--- src/rtl/core/hkdf_pkg.sv ---
// ----------------------------------------------------------------------------
// hkdf_pkg
// Shared types and constants for the HKDF-SHA256 derivation core.
// ----------------------------------------------------------------------------
package hkdf_pkg;

  localparam int IdBytes     = 32;
  localparam int LabelBytes  = 16;
  localparam int MaxOutBytes = 64;

  localparam logic [2:0] CFG_SEED_HIGH  = 3'd0;
  localparam logic [2:0] CFG_SEED_LOW   = 3'd1;
  localparam logic [2:0] CFG_LABEL_HIGH = 3'd2;
  localparam logic [2:0] CFG_LABEL_LOW  = 3'd3;
  localparam logic [2:0] CFG_OUT_LENGTH = 3'd4;

  typedef struct packed {
    logic [7:0]  scope_mode;
    logic [5:0]  id_length;
    logic [63:0] id_word0;
    logic [63:0] id_word1;
    logic [63:0] id_word2;
    logic [63:0] id_word3;
  } in_item_t;

  typedef struct packed {
    logic [63:0] out_word;
    logic [3:0]  word_bytes;
    logic        last;
  } out_item_t;

  function automatic logic [31:0] round_k(input logic [5:0] t);
    logic [31:0] k;
    case (t)
      6'd0: k = 32'h428a2f98; 6'd1: k = 32'h71374491; 6'd2: k = 32'hb5c0fbcf;
      6'd3: k = 32'he9b5dba5; 6'd4: k = 32'h3956c25b; 6'd5: k = 32'h59f111f1;
      6'd6: k = 32'h923f82a4; 6'd7: k = 32'hab1c5ed5; 6'd8: k = 32'hd807aa98;
      6'd9: k = 32'h12835b01; 6'd10: k = 32'h243185be; 6'd11: k = 32'h550c7dc3;
      6'd12: k = 32'h72be5d74; 6'd13: k = 32'h80deb1fe; 6'd14: k = 32'h9bdc06a7;
      6'd15: k = 32'hc19bf174; 6'd16: k = 32'he49b69c1; 6'd17: k = 32'hefbe4786;
      6'd18: k = 32'h0fc19dc6; 6'd19: k = 32'h240ca1cc; 6'd20: k = 32'h2de92c6f;
      6'd21: k = 32'h4a7484aa; 6'd22: k = 32'h5cb0a9dc; 6'd23: k = 32'h76f988da;
      6'd24: k = 32'h983e5152; 6'd25: k = 32'ha831c66d; 6'd26: k = 32'hb00327c8;
      6'd27: k = 32'hbf597fc7; 6'd28: k = 32'hc6e00bf3; 6'd29: k = 32'hd5a79147;
      6'd30: k = 32'h06ca6351; 6'd31: k = 32'h14292967; 6'd32: k = 32'h27b70a85;
      6'd33: k = 32'h2e1b2138; 6'd34: k = 32'h4d2c6dfc; 6'd35: k = 32'h53380d13;
      6'd36: k = 32'h650a7354; 6'd37: k = 32'h766a0abb; 6'd38: k = 32'h81c2c92e;
      6'd39: k = 32'h92722c85; 6'd40: k = 32'ha2bfe8a1; 6'd41: k = 32'ha81a664b;
      6'd42: k = 32'hc24b8b70; 6'd43: k = 32'hc76c51a3; 6'd44: k = 32'hd192e819;
      6'd45: k = 32'hd6990624; 6'd46: k = 32'hf40e3585; 6'd47: k = 32'h106aa070;
      6'd48: k = 32'h19a4c116; 6'd49: k = 32'h1e376c08; 6'd50: k = 32'h2748774c;
      6'd51: k = 32'h34b0bcb5; 6'd52: k = 32'h391c0cb3; 6'd53: k = 32'h4ed8aa4a;
      6'd54: k = 32'h5b9cca4f; 6'd55: k = 32'h682e6ff3; 6'd56: k = 32'h748f82ee;
      6'd57: k = 32'h78a5636f; 6'd58: k = 32'h84c87814; 6'd59: k = 32'h8cc70208;
      6'd60: k = 32'h90befffa; 6'd61: k = 32'ha4506ceb; 6'd62: k = 32'hbef9a3f7;
      default: k = 32'hc67178f2;
    endcase
    return k;
  endfunction

  localparam logic [255:0] InitH = {32'h6a09e667, 32'hbb67ae85, 32'h3c6ef372,
    32'ha54ff53a, 32'h510e527f, 32'h9b05688c, 32'h1f83d9ab, 32'h5be0cd19};

endpackage

--- src/rtl/core/hkdf_sha256_round.sv ---
// ----------------------------------------------------------------------------
// hkdf_sha256_round
// One SHA-256 compression, one round per cycle, on a
// 16-word rolling message schedule.
// ----------------------------------------------------------------------------
module hkdf_sha256_round
  import hkdf_pkg::*;
(
  input  logic         clk,
  input  logic         rst_n,
  input  logic         start,
  input  logic [255:0] chain_in,
  input  logic [511:0] block_in,
  output logic         done,
  output logic [255:0] chain_out
);

  logic [31:0]  w_r [16];
  logic [31:0]  a_r [8];
  logic [255:0] h_r;
  logic [5:0]   t_r;
  logic         busy_r;
  logic         done_r;

  logic [31:0] x, y, s0, s1, wn, w_cur, e1, ch, e0, mj, t1;

  function automatic logic [31:0] rotr(input logic [31:0] v, input int n);
    return (v >> n) | (v << (32 - n));
  endfunction

  always_comb begin
    x  = w_r[1];
    y  = w_r[14];
    s0 = rotr(x, 7) ^ rotr(x, 18) ^ (x >> 3);
    s1 = rotr(y, 17) ^ rotr(y, 19) ^ (y >> 10);
    wn = w_r[0] + s0 + w_r[9] + s1;
    w_cur = w_r[0];
    e1 = rotr(a_r[4], 6) ^ rotr(a_r[4], 11) ^ rotr(a_r[4], 25);
    ch = (a_r[4] & a_r[5]) ^ (~a_r[4] & a_r[6]);
    t1 = a_r[7] + e1 + ch + round_k(t_r) + w_cur;
    e0 = rotr(a_r[0], 2) ^ rotr(a_r[0], 13) ^ rotr(a_r[0], 22);
    mj = (a_r[0] & a_r[1]) ^ (a_r[0] & a_r[2]) ^ (a_r[1] & a_r[2]);
  end

  always_ff @(posedge clk) begin
    if (!rst_n) begin
      busy_r <= 1'b0;
      done_r <= 1'b0;
      t_r    <= '0;
    end else begin
      done_r <= 1'b0;
      if (start) begin
        busy_r <= 1'b1;
        t_r    <= '0;
      end else if (busy_r) begin
        t_r <= t_r + 6'd1;
        if (t_r == 6'd63) begin
          busy_r <= 1'b0;
          done_r <= 1'b1;
        end
      end
    end
  end

  // Schedule window shifts each round; w_r[0] is the word for this round.
  always_ff @(posedge clk) begin
    if (start) begin
      for (int i = 0; i < 16; i++) w_r[i] <= block_in[511 - 32*i -: 32];
      for (int i = 0; i < 8; i++) a_r[i] <= chain_in[255 - 32*i -: 32];
      h_r <= chain_in;
    end else if (busy_r) begin
      for (int i = 0; i < 15; i++) w_r[i] <= w_r[i+1];
      w_r[15] <= wn;
      a_r[7] <= a_r[6]; a_r[6] <= a_r[5]; a_r[5] <= a_r[4];
      a_r[4] <= a_r[3] + t1;
      a_r[3] <= a_r[2]; a_r[2] <= a_r[1]; a_r[1] <= a_r[0];
      a_r[0] <= t1 + e0 + mj;
    end
  end

  assign done = done_r;
  always_comb begin
    for (int i = 0; i < 8; i++)
      chain_out[255 - 32*i -: 32] = h_r[255 - 32*i -: 32] + a_r[i];
  end

endmodule

--- config.mk ---
export PLATFORM = sky130hd
export DESIGN_NAME = hkdf_sha256_round
export DESIGN_NICKNAME = d
export VERILOG_FILES = /design/src/rtl/core/hkdf_pkg.sv /design/src/rtl/core/hkdf_sha256_round.sv
export SDC_FILE = /design/constraint.sdc
export NUM_CORES = 2
export LEC_CHECK = 0
export ABC_AREA = 1
export BUFFER_PORTS_ARGS = -buffer_cell sky130_fd_sc_hd__buf_2
export CAP_MARGIN = 20
export CORE_MARGIN = 2
export CORE_UTILIZATION = 36
export DETAILED_ROUTE_END_ITERATION = 12
export SYNTH_ARGS = -nofsm -noshare
export SYNTH_HDL_FRONTEND = slang
export SYNTH_SLANG_ARGS = --single-unit
--- constraint.sdc ---
create_clock -name clk -period 30 [get_ports clk]
set_input_delay 4.5 -clock clk [delete_from_list [all_inputs] [get_ports clk]]
set_output_delay 4.5 -clock clk [all_outputs]
set_load 0.005 [all_outputs]
==> flow_summary_export.csv <==
group,metric,value,unit
synthesis,avgSynthCellArea,8.455,sq um
timing,fmax,114.4,MHz
global_routing,antenna_found_initial,135,
worst_setup_path,critPathKind,"reg2out",
clock_tree,cts.sinks,1064,
status,run_status,"completed",
synthesis,synth_warnings,0,
timing,hold_viol_final,0,
synthesis,async_flop_share,0,%
clock_tree,clock_latency,0.82,ns
worst_setup_path,rr_endpoint,"a_r[0][25]",
drt,wl_per_cell,27.67,microns
synthesis,yosys.area.top_type,"edfxtp_1",
worst_setup_path,required,25.50,ns
synthesis,synth_top_family_by_area,"simple AND/OR/NAND/NOR gates",
global_routing,grt_util_met2,52.73,%
timing,finalMaxSlewViolations,0,
drt,dr.pass1.iters,8,
synthesis,synth_area_leaders,"edfxtp_1 (43%), nand2_1 (16%), ha_1 (6.8%)",
global_routing,grt_first_pass_wirelength,469.2,mm
synthesis,synth_compound_area_share,10.09,%
final_layout,layout_commonest_cell,"nand2_1",
floorplan,die_area,204200,sq um
synthesis,ys_seq_elements,1064,
placed_design,place.gp.congestion,1.032,
worst_hold_path,worstHoldPathCells,2,
global_routing,use_met3,5.837,%
clock_tree,clk_pin_slew,0.06,ns
timing,skew,0.02752,ns
worst_setup_path,r2r_setup_slack,22.14,ns
worst_setup_path,worstRegToRegCells,29,
floorplan,die_h,451.9,microns
final_layout,utilization,42.34,%
placed_design,pre_cts_ws,20.86,ns
synthesis,muxShareOfSynthArea,0,%
synthesis,yosysTopAreaCellShare,42.59,%
floorplan,start_util,36.20,%
worst_setup_path,path_cells,"ha_1 > inv_1 > fa_1 > o21ai_0 > inv_1 > o211ai_1 > a21boi_0 > nor2_1 > nor2_1 > xnor2_1 > buf_2",
placed_design,numPortBuffers,1027,
floorplan,ios,1028,
global_routing,grt_usage,32.33,%
worst_setup_path,arrival,4.24,ns
job,maxCapViolCount,0,
synthesis,synth_seq_area_share,43.70,%
global_routing,busiest_layer,"met2",
timing,setup-tns-final,0,ns
worst_hold_path,min_from,"w_r[7][46]",
worst_setup_path,endpoint_kind,"output pin",
global_routing,grt_pass1_vias,63432,
worst_setup_path,start_kind,"flop",
worst_hold_path,hold_path.class,"reg2reg",
timing,fin_ws,21.26,ns
clock_tree,clockBufferDepth,3,
timing,slew_headroom,20.53,%
synthesis,synth_nets,9896,
floorplan,rows,164,
drt,final_antenna_net_count,0,
worst_hold_path,min_to,"w_r[7][14]",
final_layout,layout-drive-gt1-share,13.52,%
global_routing,overflow,0,
drt,wl,340.2,mm
final_layout,syn2layout_area_growth,16.95,%
clock_tree,cts-buffers-inserted,131,
worst_setup_path,cpPeakStageDelay,0.74,ns
timing,grt_setup_unrepaired,"false",
worst_setup_path,cp_top_family,"compound AO/OA/AOI/OAI gates",
clock_tree,cts_resized,0,
synthesis,synth_area,72210,sq um
clock_tree,cts_tree,"yes",
global_routing,grt_max_degree,196,
synthesis,synth_cell_types,54,
drt,drt-initial-drc-count,7560,
synthesis,syn_inst,8540,
clock_tree,clock-root-buffer,"clkbuf_16",
placed_design,dp_hpwl,279.3,mm
synthesis,synth_edf_count,1024,
floorplan,coreArea,199500,sq um
final_layout,nets,10840,
drt,vias_per_cell,5.320,
drt,vias,65419,
timing,post-route-min-period,8.744,ns
clock_tree,post_cts_buffers,0,
worst_setup_path,path_max_fanout,3,
synthesis,ys.flop_type,"edfxtp_1",
drt,drc,0,
worst_setup_path,worst-path-buf-inv,3,
timing,period_share,29.15,%
clock_tree,ctsHoldBuffers,0,
floorplan,die_width,451.9,microns
synthesis,synth_fa_ha_area_share,12.40,%
synthesis,synth_xor_area_share,6.089,%
global_routing,met1_usage,40.99,%
synthesis,synthSimpleGateAreaFrac,21.67,%
worst_setup_path,r2r-start,"a_r[1][28]",
timing,setup_viol_count_final,0,
worst_setup_path,cp_slowest_cell,"xnor2_1",
timing,worst_pin_slew,1.192,ns
clock_tree,cts-htree-levels,4,
final_layout,layout_common_cells,"nand2_1 (3138), buf_2 (1026), edfxtp_1 (1024)",
[sequential cells by signal, summed over array words and instances, names as in the netlist, named ones only]
signal,cells
busy_r,1
h_r,256
w_r,512
done,1
a_r,256
t_r,6
[worst min-delay path, stage by stage, from the launching register on]
cell      delay, ns
edfxtp_1       0.32
nand2_1        0.05
nand2_1        0.05
[metrics by stage]
step,instances,area [sq um],hold WS [ns]
after global routing,12287,84420,0.5289
after CTS,12246,84320,0.5110
after global placement,12007,79980,0.4957
after detailed placement,12007,79980,0.4986
after floorplan,8540,72210,0.4784
final,12297,84450,0.5097
[area by class of cell]
type	instances	area, sq um
diodes	51	127.6
clock buffers	155	3411
clock inverters	84	923.4
fillers	20402	115000
inverters	886	3338
multi-input cells	6342	36310
flip-flops and latches	1064	31550
well taps	2656	3323
repair buffers	1059	5465
[cell usage after synthesis (4+ instances only)]
library cell / instances
nand2_1: 3139
edfxtp_1: 1024
inv_1: 871
a21oi_1: 493
ha_1: 390
nor2_1: 385
o21ai_0: 377
xor2_1: 282
nand3_1: 266
xnor2_1: 220
fa_1: 195
clkbuf_1: 162
a21o_1: 84
o21bai_1: 75
buf_2: 70
nor3_1: 63
o21ai_1: 52
nand4_1: 46
dfxtp_1: 40
a21boi_0: 32
nor4_1: 28
o211ai_1: 27
a31oi_1: 26
o21a_1: 25
o31ai_1: 21
o221ai_1: 19
maj3_1: 17
inv_2: 15
nand3b_1: 14
or2_2: 12
a221oi_1: 9
buf_1: 8
a221o_1: 7
buf_4: 7
o22ai_1: 5
a32o_1: 4
nor2_4: 4
[logic make-up after synthesis]
group	count (synthesis)
xor gates and xnor gates	502
AOI/OAI and AO/OA	1272
adders and majority gates	602
buffers and inverters	1134
and+or+nand+nor	3966
DFF	1064
[metal layers]
layer	wire length, microns	share of wire, %
met5	538	0.16
met4	19220	5.6
met3	25400	7.5
met2	158600	47
met1	136500	40
[worst max-delay path by stage]
| stage | cells past startpoint | from | to |
|---|---|---|---|
| global placement | 6 | start | w_r[4][22] |
| global route | 11 | a_r[0][96] | chain_out[148] |
| detailed placement | 6 | start | w_r[3][4] |
| finish | 11 | a_r[0][96] | chain_out[148] |
| floorplan | 4 | start | a_r[0][0] |
| CTS | 11 | a_r[0][96] | chain_out[148] |
Power is not shown: default switching activity piles up to over one toggle a cycle in this logic, so the estimate is an artifact.
